File: src/rtl/echo_median_presence_detector_macros.svh
// Assertion macros shared by the echo median presence detector RTL.
// Each macro expects clock aclk and active-low synchronous reset aresetn in scope.
`ifndef ECHO_MEDIAN_PRESENCE_DETECTOR_MACROS_SVH
`define ECHO_MEDIAN_PRESENCE_DETECTOR_MACROS_SVH

// Condition must hold at every clock edge out of reset
`define EMPD_ASSERT_ALWAYS(lbl, cond, msg) \
    lbl: assert property (@(posedge aclk) disable iff (!aresetn) (cond)) \
        else $error(msg);

// Consequent must hold in the same cycle as the antecedent
`define EMPD_ASSERT_IMPL(lbl, ante, cons, msg) \
    lbl: assert property (@(posedge aclk) disable iff (!aresetn) (ante) |-> (cons)) \
        else $error(msg);

`endif

File: src/rtl/empd_pkg.sv
// Shared types and constants for the echo median presence detector.
// No dependencies; imported by empd_median and the top level.
`default_nettype none

package empd_pkg;

    // Window length default for the sample ring
    localparam int WINDOW_LEN_DEF = 5;

    // Field widths
    localparam int DIST_W     = 14;
    localparam int TIME_W     = 32;
    localparam int ECHO_W     = 15;
    localparam int MS_W       = 16;
    localparam int CFG_IDX_W  = 3;
    localparam int CFG_DATA_W = 16;

    // Echoes above this width count as a timeout
    localparam logic [ECHO_W-1:0] ECHO_TIMEOUT_US = 15'd30000;

    // echo*16/58 equals (echo*8)/29; divide by 29 via reciprocal ceil(2^23/29),
    // exact for every 18-bit dividend below 2^23/19
    localparam int              X_W         = ECHO_W + 3;
    localparam int              RECIP_W     = 19;
    localparam int              PROD_W      = X_W + RECIP_W;
    localparam int              RECIP_SHIFT = 23;
    localparam logic [RECIP_W-1:0] DIST_RECIP = 19'd289263;

    // Configuration register indexes
    localparam logic [CFG_IDX_W-1:0] REG_MIN_RANGE      = 3'd0;
    localparam logic [CFG_IDX_W-1:0] REG_MAX_RANGE      = 3'd1;
    localparam logic [CFG_IDX_W-1:0] REG_STABLE_TOL     = 3'd2;
    localparam logic [CFG_IDX_W-1:0] REG_DWELL_TIME     = 3'd3;
    localparam logic [CFG_IDX_W-1:0] REG_SAMPLE_INTERVAL = 3'd4;

    // Top level sequencer
    typedef enum logic [3:0] {
        ST_IDLE,
        ST_CHECK,
        ST_STORE,
        ST_MSTART,
        ST_MWAIT,
        ST_ZONE,
        ST_TRACK,
        ST_REPORT,
        ST_DONE
    } top_state_t;

    // Median search sequencer
    typedef enum logic [1:0] {
        MED_IDLE,
        MED_SCAN,
        MED_NEXT
    } med_state_t;

    // Median search result
    typedef struct packed {
        logic              done;
        logic [DIST_W-1:0] value;
    } med_res_t;

endpackage

`default_nettype wire

File: src/rtl/empd_median.sv
// Median search over a window of distances with one shared comparator.
// Depends on empd_pkg for widths, the sequencer enum and the result struct.
`default_nettype none

module empd_median #(
    parameter int WINDOW_LEN = empd_pkg::WINDOW_LEN_DEF
) (
    input  wire logic                        aclk,
    input  wire logic                        aresetn,
    input  wire logic                        start,
    input  wire logic [empd_pkg::DIST_W-1:0] win [WINDOW_LEN],
    output empd_pkg::med_res_t               res
);
    import empd_pkg::*;

    localparam int K_W   = $clog2(WINDOW_LEN);
    localparam int CNT_W = $clog2(WINDOW_LEN + 1);
    localparam int HALF  = WINDOW_LEN / 2;

    med_state_t        state_reg, state_next;
    logic [DIST_W-1:0] sr_reg [WINDOW_LEN];
    logic [DIST_W-1:0] cand_reg;
    logic [K_W-1:0]    k_reg;
    logic [CNT_W-1:0]  lt_reg, le_reg;

    logic              first, last, hit;
    logic              load_en, rot_en;
    logic [DIST_W-1:0] cmp_val;
    logic [CNT_W-1:0]  lt_new, le_new;

    // Shared compare unit: head of the rotating window against the candidate
    assign first   = (k_reg == '0);
    assign last    = (k_reg == K_W'(WINDOW_LEN - 1));
    assign cmp_val = first ? sr_reg[0] : cand_reg;
    assign lt_new  = (first ? '0 : lt_reg) + CNT_W'(sr_reg[0] <  cmp_val);
    assign le_new  = (first ? '0 : le_reg) + CNT_W'(sr_reg[0] <= cmp_val);
    // Candidate is a median when its rank range covers the middle position
    assign hit     = (lt_new <= CNT_W'(HALF)) && (le_new > CNT_W'(HALF));

    // Next state
    always_comb begin
        state_next = state_reg;
        case (state_reg)
            MED_IDLE: begin
                if (start) state_next = MED_SCAN;
            end
            MED_SCAN: begin
                if (last) state_next = hit ? MED_IDLE : MED_NEXT;
            end
            MED_NEXT: begin
                state_next = MED_SCAN;
            end
            default: state_next = MED_IDLE;
        endcase
    end

    // Sequencer outputs
    always_comb begin
        load_en   = 1'b0;
        rot_en    = 1'b0;
        res.done  = 1'b0;
        res.value = cmp_val;
        case (state_reg)
            MED_IDLE: load_en = start;
            MED_SCAN: begin
                rot_en   = 1'b1;
                res.done = last && hit;
            end
            MED_NEXT: rot_en = 1'b1;
            default: ;
        endcase
    end

    // State and scan position
    always_ff @(posedge aclk) begin
        if (!aresetn) begin
            state_reg <= MED_IDLE;
            k_reg     <= '0;
        end else begin
            state_reg <= state_next;
            if (state_reg == MED_SCAN) begin
                k_reg <= last ? '0 : k_reg + K_W'(1);
            end
        end
    end

    // Candidate and rank counters
    always_ff @(posedge aclk) begin
        if (state_reg == MED_SCAN) begin
            if (first) cand_reg <= sr_reg[0];
            lt_reg <= lt_new;
            le_reg <= le_new;
        end
    end

    // Rotating copy of the window
    for (genvar g = 0; g < WINDOW_LEN; g++) begin : g_sr
        localparam int NXT = (g + 1) % WINDOW_LEN;
        always_ff @(posedge aclk) begin
            if (load_en) begin
                sr_reg[g] <= win[g];
            end else if (rot_en) begin
                sr_reg[g] <= sr_reg[NXT];
            end
        end
    end

endmodule

`default_nettype wire

File: src/rtl/echo_median_presence_detector.sv
// Echo median presence detector: echo width to distance, ring median, dwell tracking.
// Path from input transaction to result register: CHECK, REPORT and DONE when no sample is stored;
// a stored sample adds STORE, ZONE and TRACK, and once the ring is full also MSTART and the
// median search in MWAIT, which scans the window once per candidate in the shared comparator.
// One item at a time; a new item is taken in the cycle after its result is registered.
// Reset (aresetn low, synchronous) restores register defaults, marks the ring empty and clears tracking.
`default_nettype none

`include "echo_median_presence_detector_macros.svh"

module echo_median_presence_detector #(
    parameter int WINDOW_LEN = empd_pkg::WINDOW_LEN_DEF
) (
    input  wire logic                            aclk,
    input  wire logic                            aresetn,
    // input channel
    input  wire logic                            s_valid,
    output logic                                 s_ready,
    input  wire logic [empd_pkg::TIME_W-1:0]     s_now_ms,
    input  wire logic [empd_pkg::ECHO_W-1:0]     s_echo_us,
    // result channel
    output logic                                 m_valid,
    input  wire logic                            m_ready,
    output logic                                 m_sample_taken,
    output logic [empd_pkg::DIST_W-1:0]          m_filtered_distance,
    output logic                                 m_in_zone,
    output logic                                 m_presence_active,
    output logic                                 m_presence_confirmed,
    output logic [empd_pkg::TIME_W-1:0]          m_presence_elapsed_ms,
    // configuration write channel
    input  wire logic                            cfg_valid,
    output logic                                 cfg_ready,
    input  wire logic [empd_pkg::CFG_IDX_W-1:0]  cfg_index,
    input  wire logic [empd_pkg::CFG_DATA_W-1:0] cfg_data
);
    import empd_pkg::*;

    localparam int SLOT_W = $clog2(WINDOW_LEN);

    // Sequencer
    top_state_t        state_reg, state_next;
    logic              med_start, out_load;

    // Configuration
    logic [DIST_W-1:0] min_range_reg, max_range_reg, tol_reg;
    logic [MS_W-1:0]   dwell_time_reg, interval_reg;

    // Model state
    logic [DIST_W-1:0] ring_reg [WINDOW_LEN];
    logic [SLOT_W-1:0] write_slot_reg;
    logic              ring_full_reg;
    logic              tracking_reg;
    logic [TIME_W-1:0] dwell_start_reg;
    logic [DIST_W-1:0] ref_dist_reg;
    logic [TIME_W-1:0] last_accept_reg;
    logic [DIST_W-1:0] filt_reg;

    // Per-transaction working registers
    logic [TIME_W-1:0] now_reg;
    logic [ECHO_W-1:0] echo_reg;
    logic [PROD_W-1:0] prod_reg;
    logic              taken_reg;
    logic              zone_hit_reg;
    logic [DIST_W-1:0] delta_reg;
    logic [TIME_W-1:0] elapsed_reg;
    logic              in_zone_reg;

    // Output register
    logic              m_valid_reg;
    logic              m_taken_reg, m_in_zone_reg, m_active_reg, m_confirmed_reg;
    logic [DIST_W-1:0] m_dist_reg;
    logic [TIME_W-1:0] m_elapsed_reg;

    // Datapath terms
    logic              interval_ok, echo_ok, slot_last, filt_in_zone;
    logic [X_W-1:0]    echo_x8;
    logic [PROD_W-1:0] prod_comb;
    logic [DIST_W-1:0] dist_new;
    med_res_t          med_res;

    assign interval_ok  = (now_reg - last_accept_reg) >= TIME_W'(interval_reg);
    assign echo_ok      = (echo_reg != '0) && (echo_reg <= ECHO_TIMEOUT_US);
    assign echo_x8      = {echo_reg, 3'b000};
    assign prod_comb    = echo_x8 * DIST_RECIP;
    assign dist_new     = prod_reg[RECIP_SHIFT +: DIST_W];
    assign slot_last    = (write_slot_reg == SLOT_W'(WINDOW_LEN - 1));
    assign filt_in_zone = (filt_reg >= min_range_reg) && (filt_reg <= max_range_reg);

    empd_median #(
        .WINDOW_LEN (WINDOW_LEN)
    ) u_median (
        .aclk    (aclk),
        .aresetn (aresetn),
        .start   (med_start),
        .win     (ring_reg),
        .res     (med_res)
    );

    // Next state
    always_comb begin
        state_next = state_reg;
        case (state_reg)
            ST_IDLE: begin
                if (s_valid) state_next = ST_CHECK;
            end
            ST_CHECK: begin
                state_next = (interval_ok && echo_ok) ? ST_STORE : ST_REPORT;
            end
            ST_STORE: begin
                state_next = (ring_full_reg || slot_last) ? ST_MSTART : ST_ZONE;
            end
            ST_MSTART: state_next = ST_MWAIT;
            ST_MWAIT: begin
                if (med_res.done) state_next = ST_ZONE;
            end
            ST_ZONE:   state_next = ST_TRACK;
            ST_TRACK:  state_next = ST_REPORT;
            ST_REPORT: state_next = ST_DONE;
            ST_DONE: begin
                if (out_load) state_next = ST_IDLE;
            end
            default: state_next = ST_IDLE;
        endcase
    end

    // Sequencer outputs
    always_comb begin
        s_ready   = 1'b0;
        med_start = 1'b0;
        out_load  = 1'b0;
        case (state_reg)
            ST_IDLE:   s_ready   = 1'b1;
            ST_MSTART: med_start = 1'b1;
            ST_DONE:   out_load  = !m_valid_reg || m_ready;
            default: ;
        endcase
    end

    assign cfg_ready = 1'b1;

    // Control and model state
    always_ff @(posedge aclk) begin
        if (!aresetn) begin
            state_reg       <= ST_IDLE;
            min_range_reg   <= 14'd320;
            max_range_reg   <= 14'd1600;
            tol_reg         <= 14'd80;
            dwell_time_reg  <= 16'd2000;
            interval_reg    <= 16'd100;
            write_slot_reg  <= '0;
            ring_full_reg   <= 1'b0;
            tracking_reg    <= 1'b0;
            dwell_start_reg <= '0;
            ref_dist_reg    <= '0;
            last_accept_reg <= '0;
            filt_reg        <= '0;
            m_valid_reg     <= 1'b0;
        end else begin
            state_reg <= state_next;

            // Take configuration writes; unknown indexes drop
            if (cfg_valid && cfg_ready) begin
                case (cfg_index)
                    REG_MIN_RANGE:       min_range_reg  <= cfg_data[DIST_W-1:0];
                    REG_MAX_RANGE:       max_range_reg  <= cfg_data[DIST_W-1:0];
                    REG_STABLE_TOL:      tol_reg        <= cfg_data[DIST_W-1:0];
                    REG_DWELL_TIME:      dwell_time_reg <= cfg_data[MS_W-1:0];
                    REG_SAMPLE_INTERVAL: interval_reg   <= cfg_data[MS_W-1:0];
                    default: ;
                endcase
            end

            // Record the accept time once the interval has elapsed
            if (state_reg == ST_CHECK && interval_ok) begin
                last_accept_reg <= now_reg;
            end

            // Advance the write slot and fill state
            if (state_reg == ST_STORE) begin
                write_slot_reg <= slot_last ? '0 : write_slot_reg + SLOT_W'(1);
                if (slot_last) ring_full_reg <= 1'b1;
                if (!(ring_full_reg || slot_last)) filt_reg <= dist_new;
            end

            if (state_reg == ST_MWAIT && med_res.done) begin
                filt_reg <= med_res.value;
            end

            // Update presence tracking
            if (state_reg == ST_TRACK) begin
                if (zone_hit_reg) begin
                    if (!tracking_reg || (delta_reg > tol_reg)) begin
                        tracking_reg    <= 1'b1;
                        dwell_start_reg <= now_reg;
                        ref_dist_reg    <= filt_reg;
                    end
                end else begin
                    tracking_reg    <= 1'b0;
                    dwell_start_reg <= '0;
                    ref_dist_reg    <= '0;
                end
            end

            // Hold the result until the transaction completes
            if (out_load) begin
                m_valid_reg <= 1'b1;
            end else if (m_ready) begin
                m_valid_reg <= 1'b0;
            end
        end
    end

    // Working registers and result payload
    always_ff @(posedge aclk) begin
        case (state_reg)
            ST_IDLE: begin
                if (s_valid) begin
                    now_reg   <= s_now_ms;
                    echo_reg  <= s_echo_us;
                    taken_reg <= 1'b0;
                end
            end
            ST_CHECK: prod_reg <= prod_comb;
            ST_STORE: begin
                ring_reg[write_slot_reg] <= dist_new;
                taken_reg                <= 1'b1;
            end
            ST_ZONE: begin
                zone_hit_reg <= filt_in_zone;
                delta_reg    <= (filt_reg >= ref_dist_reg) ? filt_reg - ref_dist_reg
                                                           : ref_dist_reg - filt_reg;
            end
            ST_REPORT: begin
                elapsed_reg <= tracking_reg ? now_reg - dwell_start_reg : '0;
                in_zone_reg <= ring_full_reg && filt_in_zone;
            end
            ST_DONE: begin
                if (out_load) begin
                    m_taken_reg     <= taken_reg;
                    m_dist_reg      <= filt_reg;
                    m_in_zone_reg   <= in_zone_reg;
                    m_active_reg    <= tracking_reg;
                    m_confirmed_reg <= tracking_reg &&
                                       (elapsed_reg >= TIME_W'(dwell_time_reg));
                    m_elapsed_reg   <= elapsed_reg;
                end
            end
            default: ;
        endcase
    end

    assign m_valid               = m_valid_reg;
    assign m_sample_taken        = m_taken_reg;
    assign m_filtered_distance   = m_dist_reg;
    assign m_in_zone             = m_in_zone_reg;
    assign m_presence_active     = m_active_reg;
    assign m_presence_confirmed  = m_confirmed_reg;
    assign m_presence_elapsed_ms = m_elapsed_reg;

    // Checks
    `EMPD_ASSERT_ALWAYS(a_slot_range, write_slot_reg <= SLOT_W'(WINDOW_LEN - 1), "write slot past ring end")
    `EMPD_ASSERT_IMPL(a_med_done_wait, med_res.done, state_reg == ST_MWAIT, "median result outside wait")
    `EMPD_ASSERT_IMPL(a_zone_needs_full, m_valid && m_in_zone, ring_full_reg, "in zone before ring full")
    `EMPD_ASSERT_IMPL(a_idle_elapsed, m_valid && !m_presence_active, (m_presence_elapsed_ms == '0) && !m_presence_confirmed, "dwell reported while not tracking")

endmodule

`default_nettype wire
File: config.mk
export PLATFORM = sky130hd
export DESIGN_NAME = echo_median_presence_detector
export DESIGN_NICKNAME = d
export VERILOG_FILES = /design/src/rtl/empd_pkg.sv /design/src/rtl/empd_median.sv /design/src/rtl/echo_median_presence_detector.sv
export VERILOG_INCLUDE_DIRS = /design/src /design/src/rtl
export SDC_FILE = /design/constraint.sdc
export NUM_CORES = 1
export LEC_CHECK = 0
export BUFFER_PORTS_ARGS = -buffer_cell sky130_fd_sc_hd__buf_2
export CORE_ASPECT_RATIO = 0.5
export CORE_MARGIN = 10
export CORE_UTILIZATION = 56
export DETAILED_ROUTE_END_ITERATION = 16
export MAX_ROUTING_LAYER = met4
export PLACE_DENSITY = 0.84
export SYNTH_ARGS = -nofsm -noshare
export SYNTH_HDL_FRONTEND = slang
export SYNTH_HIERARCHICAL = 1
export SYNTH_SLANG_ARGS = --single-unit
File: constraint.sdc
create_clock -name aclk -period 15.35 [get_ports aclk]
set_input_delay 4.605 -clock aclk [delete_from_list [all_inputs] [get_ports aclk]]
set_output_delay 4.605 -clock aclk [all_outputs]
set_load 0.005 [all_outputs]
==> metrics.md <==
| Metric | Value |
|---|---|
| Status | complete, no violations |
| Final critical path time including I/O delays and setup | 7.164 ns |
| Grt total ovfl | 0 |
| First-pass GRT wire length | 116.1 mm |
| Static leakage power | 13.79 nW |
| R2R depth | 24 |
| Multiplexer fraction of the synthesized cell area | 4.976% |
| Worst Tran Pin Value | 1.188 ns |
| Number of nets in the finished design | 3448 |
| Worst clock skew | 0.03599 ns |
| Global placement routability congestion | 0.9367 |
| Adder-cell share of the synthesized area | 20.18% |
| Synthesized area per cell | 10.58 um2 |
| Dpl hpwl | 53.68 mm |
| CTS tree | done |
| Input/output buffers | 122 |
| Crit path capture | prod_reg[34]$_DFFE_PP_ |
| Cell-by-cell trace of the critical path | fa_1 -> inv_1 -> fa_1 -> inv_1 -> fa_1 -> inv_1 -> fa_1 -> inv_1 -> fa_1 -> inv_1 -> fa_1 -> inv_1 -> ha_1 -> a21o_1 -> a22oi_1 -> o221ai_1 -> nor2_2 -> o31ai_1 -> o41a_1 -> a41o_1 -> o41a_1 -> and2_1 -> or3_1 -> and2_1 |
| Post-synthesis instance area | 0.03022 mm2 |
| Slowest stage cell on the critical path | sky130_fd_sc_hd__fa_1 |
| Number of sinks handled by clock tree synthesis | 501 |
| Clock edge transition at the registers on the reported setup and hold paths | 0.07 ns |
| Most instantiated flip-flop cell in the synthesis netlist | sky130_fd_sc_hd__edfxtp_1 |
| Int Power | 0.003411 W |
| Share of cells above drive strength 1 | 11.01% |
| Sequential area share after synthesis | 43.78% |
| Endpoint of the most critical register-to-register path | prod_reg[34]$_DFFE_PP_ |
| Proportion of power drawn by flip-flops and latches | 31.2% |
| CP bufs+invs | 6 |
| Crit path capture type | flip-flop |
| Largest net degree at the start of global routing | 128 |
| Critical path origin | echo_reg[3]$_DFFE_PP_ |
| Fraction of power spent switching nets | 38.11% |
| Power per standard cell area | 166.6 mW/mm2 |
| Final setup TNS | 0 ns |
| Vias | 21120 |
| Headroom to the max-slew limit | 20.58% |
| Synth Area in Simple Gates | 11.53% |
| Place WS | 8.166 ns |
| GRT Max-Usage Layer | met2 |
| Clock latency on the worst-skew pair | 0.60 ns |
| 1st-pass router iterations | 5 |
| Max-slew violation count | 0 |
| Setup repair after global routing missed its margin | no |
| Total nets after synthesis | 3355 |
| Part of the power in the clock network | 21.8% |
| Wire per inst | 19.79 um |
| Finish-stage setup viols | 0 |
| Net Switching | 0.002100 W |
| Number of synthesized flops with an enable pin | 320 |
| Total Die Area | 0.06423 mm2 |
| Combinational share of power | 47.1% |
| F_max | 139.6 MHz |
| Number of warnings reported in the yosys synthesis log | 6 |
| Sum of routed wire length over all layers | 73.23 mm |
| Critical path depth in cells | 24 |
| Global routing usage on met2 | 36.97% |
| Drc violations | 0 |
| Required @ worst endpoint | 15.71 ns |
| Start-to-end type of the worst setup path | flip-flop to flip-flop |
| Floorplan Core Area | 0.05353 mm2 |
| Number of antenna diodes | 0 |
| Reg2Reg Launch Point | echo_reg[3]$_DFFE_PP_ |
| Gate Count Post-Synth | 2856 |
| Remaining antenna violation count after routing | 0 |
| Number of buffers created by CTS | 46 |
| Root buffer cell | sky130_fd_sc_hd__clkbuf_16 |
| CP Max Fanout | 7 |
| Peak supply drop | 0.2651 mV |
| Hold buffer count at cts | 0 |
| Initial core utilization | 56.46% |
| Via count of the first global-routing pass | 21000 |
| Die extent in y | 184.3 um |
| Post-CTS setup buffer count | 0 |
| Max incr delay on CP | 0.70 ns |
| Via-per-instance ratio | 5.707 |
| Number of hold violations in the final report | 0 |
| Setup slack, reg-to-reg | 8.19 ns |
| Post-cts repair resize count | 0 |
| Width of the die | 348.5 um |
| Worst path arrival time | 7.53 ns |
| Maximum level of the CTS H-tree | 2 |
| Max-Cap Viols | 0 |
| Hold WC Path Type | flip-flop to flip-flop |
| Starting DRC count in detailed routing | 1731 |
| GRT Total Usage | 23.24% |
| Distinct cells, synth | 87 |
| Number of top-level pins | 124 |
| Buffer depth of the longest clock path | 3 |
| Synth async-reset ratio | 0% |
| Flip-flop and latch count after synthesis | 501 |
| Compound-cell area share of the yosys netlist | 11.68% |
| Grt met1 use | 30.73% |
| Family of cells with the greatest summed delay on the critical path | adder cells |
| Antenna violations before repair | 0 |
| Dominant combinational cell family by area after synthesis | adder cells |
| Met3 track demand over resource | 3.912% |
| Synth-to-layout area growth | 9.472% |
| Final critical-path setup slack | 8.186 ns |
| Post-synthesis xor/xnor area fraction | 1.971% |
| Site Rows | 60 |
| Critical path startpoint category | flip-flop |
| Period utilization | 46.67% |
## cell usage in the layout, fill, tap and decap left out, types with 37 or more instances in the layout
master	n
sky130_fd_sc_hd__clkbuf_16	47
sky130_fd_sc_hd__nor2b_1	37
sky130_fd_sc_hd__mux2i_1	67
sky130_fd_sc_hd__nor2_1	66
sky130_fd_sc_hd__a21oi_1	120
sky130_fd_sc_hd__a21boi_0	62
sky130_fd_sc_hd__inv_1	362
sky130_fd_sc_hd__o21ai_0	102
sky130_fd_sc_hd__ha_1	328
sky130_fd_sc_hd__edfxtp_1	320
sky130_fd_sc_hd__dfxtp_1	181
sky130_fd_sc_hd__nand2_1	386
sky130_fd_sc_hd__and2_1	76
sky130_fd_sc_hd__buf_2	121
sky130_fd_sc_hd__a21o_1	72
sky130_fd_sc_hd__mux2_2	74
sky130_fd_sc_hd__fa_1	99
## per-layer routing
metal / share of wire, % / up-vias
met5: 0 / -
met4: 2.7 / 0
met3: 6.7 / 134
met2: 46 / 689
met1: 45 / 10260
li1: - / 10030
## cell families after synthesis
| logic type | after synthesis |
|---|---|
| and+or+nand+nor | 737 |
| AOI/OAI and AO/OA | 523 |
| DFF | 501 |
| buffers and inverters | 457 |
| adders and majority gates | 428 |
| muxes | 141 |
| xor gates and xnor gates | 68 |
| other | 1 |
## area by class of cell
cell class,count,area (um2)
clock buffer,63,1266
inverter,363,1363
sequential,501,13230
fill,4097,20440
multi-input combinational,1898,15290
clock inverter,23,305.3
tap,713,892.1
timing repair buffer,139,740.7
## synth_stat cells (13+ instances only)
cell                         n  area share, %
sky130_fd_sc_hd__mux2_2     74            2.8
sky130_fd_sc_hd__o211a_1    14           0.46
sky130_fd_sc_hd__edfxtp_1  320             32
sky130_fd_sc_hd__nor2b_1    38           0.79
sky130_fd_sc_hd__and3_1     14           0.29
sky130_fd_sc_hd__xnor2_1    36            1.0
sky130_fd_sc_hd__nand3_1    29           0.48
sky130_fd_sc_hd__o211ai_1   26           0.65
sky130_fd_sc_hd__a21o_1     73            1.8
sky130_fd_sc_hd__buf_2      14           0.23
sky130_fd_sc_hd__xor2_1     32           0.93
sky130_fd_sc_hd__nand2b_1   23           0.48
sky130_fd_sc_hd__dfxtp_1   181             12
sky130_fd_sc_hd__ha_1      329             14
sky130_fd_sc_hd__nand2_1   386            4.8
sky130_fd_sc_hd__o21bai_1   14           0.35
sky130_fd_sc_hd__and2_1     77            1.6
sky130_fd_sc_hd__o21a_1     13           0.32
sky130_fd_sc_hd__inv_1     362            4.5
sky130_fd_sc_hd__a211oi_1   14           0.35
sky130_fd_sc_hd__clkbuf_1   72           0.89
sky130_fd_sc_hd__mux2i_1    67            2.2
sky130_fd_sc_hd__nor2_1     67           0.83
sky130_fd_sc_hd__o21ai_0   102            1.7
sky130_fd_sc_hd__a21oi_1   120            2.0
sky130_fd_sc_hd__nand4_1    22           0.46
sky130_fd_sc_hd__fa_1       99            6.6
sky130_fd_sc_hd__a21boi_0   62            1.5
sky130_fd_sc_hd__nor3_1     23           0.38
## per-stage QoR
stage	power [W]	util (%)	hold slack (ns)	std cells	cell area [um2]
after floorplan	0.003637	-	0.4003	2856	30220
after global placement	0.004194	58.88	0.4347	3614	31510
after detailed placement	0.004308	58.88	0.4355	3614	31510
after CTS	0.005514	61.81	0.4485	3700	33090
after global routing	0.005961	61.81	0.4596	3700	33090
final	0.005511	61.81	0.4506	3700	33090
## worst register-to-register path, delay by kind of cell (launching register included)
family,cells,cell delay [ns]
adders and majority gates,7,3.47
AOI/OAI and AO/OA,7,1.77
and+or+nand+nor,4,0.85
DFF,1,0.52
buffers and inverters,6,0.32
## how the worst min path moves through the flow
stage / end / start / cells past startpoint
final: m_presence_elapsed_ms[22]$_DFFE_PP_ / elapsed_reg[22]$_SDFFCE_PN0P_ / 0
after global routing: m_presence_elapsed_ms[3]$_DFFE_PP_ / elapsed_reg[3]$_SDFFCE_PN0P_ / 0
after CTS: m_presence_elapsed_ms[3]$_DFFE_PP_ / elapsed_reg[3]$_SDFFCE_PN0P_ / 0
after detailed placement: m_presence_elapsed_ms[22]$_DFFE_PP_ / elapsed_reg[22]$_SDFFCE_PN0P_ / 0
after global placement: m_presence_elapsed_ms[22]$_DFFE_PP_ / elapsed_reg[22]$_SDFFCE_PN0P_ / 0
after floorplan: m_in_zone$_DFFE_PP_ / in_zone_reg$_DFFE_PP_ / 0
## power by group through the flow
stage          Sequential, W  Combinational (W)  Clock, W
2_1_floorplan        0.00170            0.00194         0
3_3_place_gp         0.00174            0.00246         0
3_5_place_dp         0.00174            0.00256         0
4_1_cts              0.00172            0.00259   0.00121
5_1_grt              0.00173            0.00296   0.00127
6_report             0.00172            0.00259   0.00120
(Power assumes the default switching activity.)
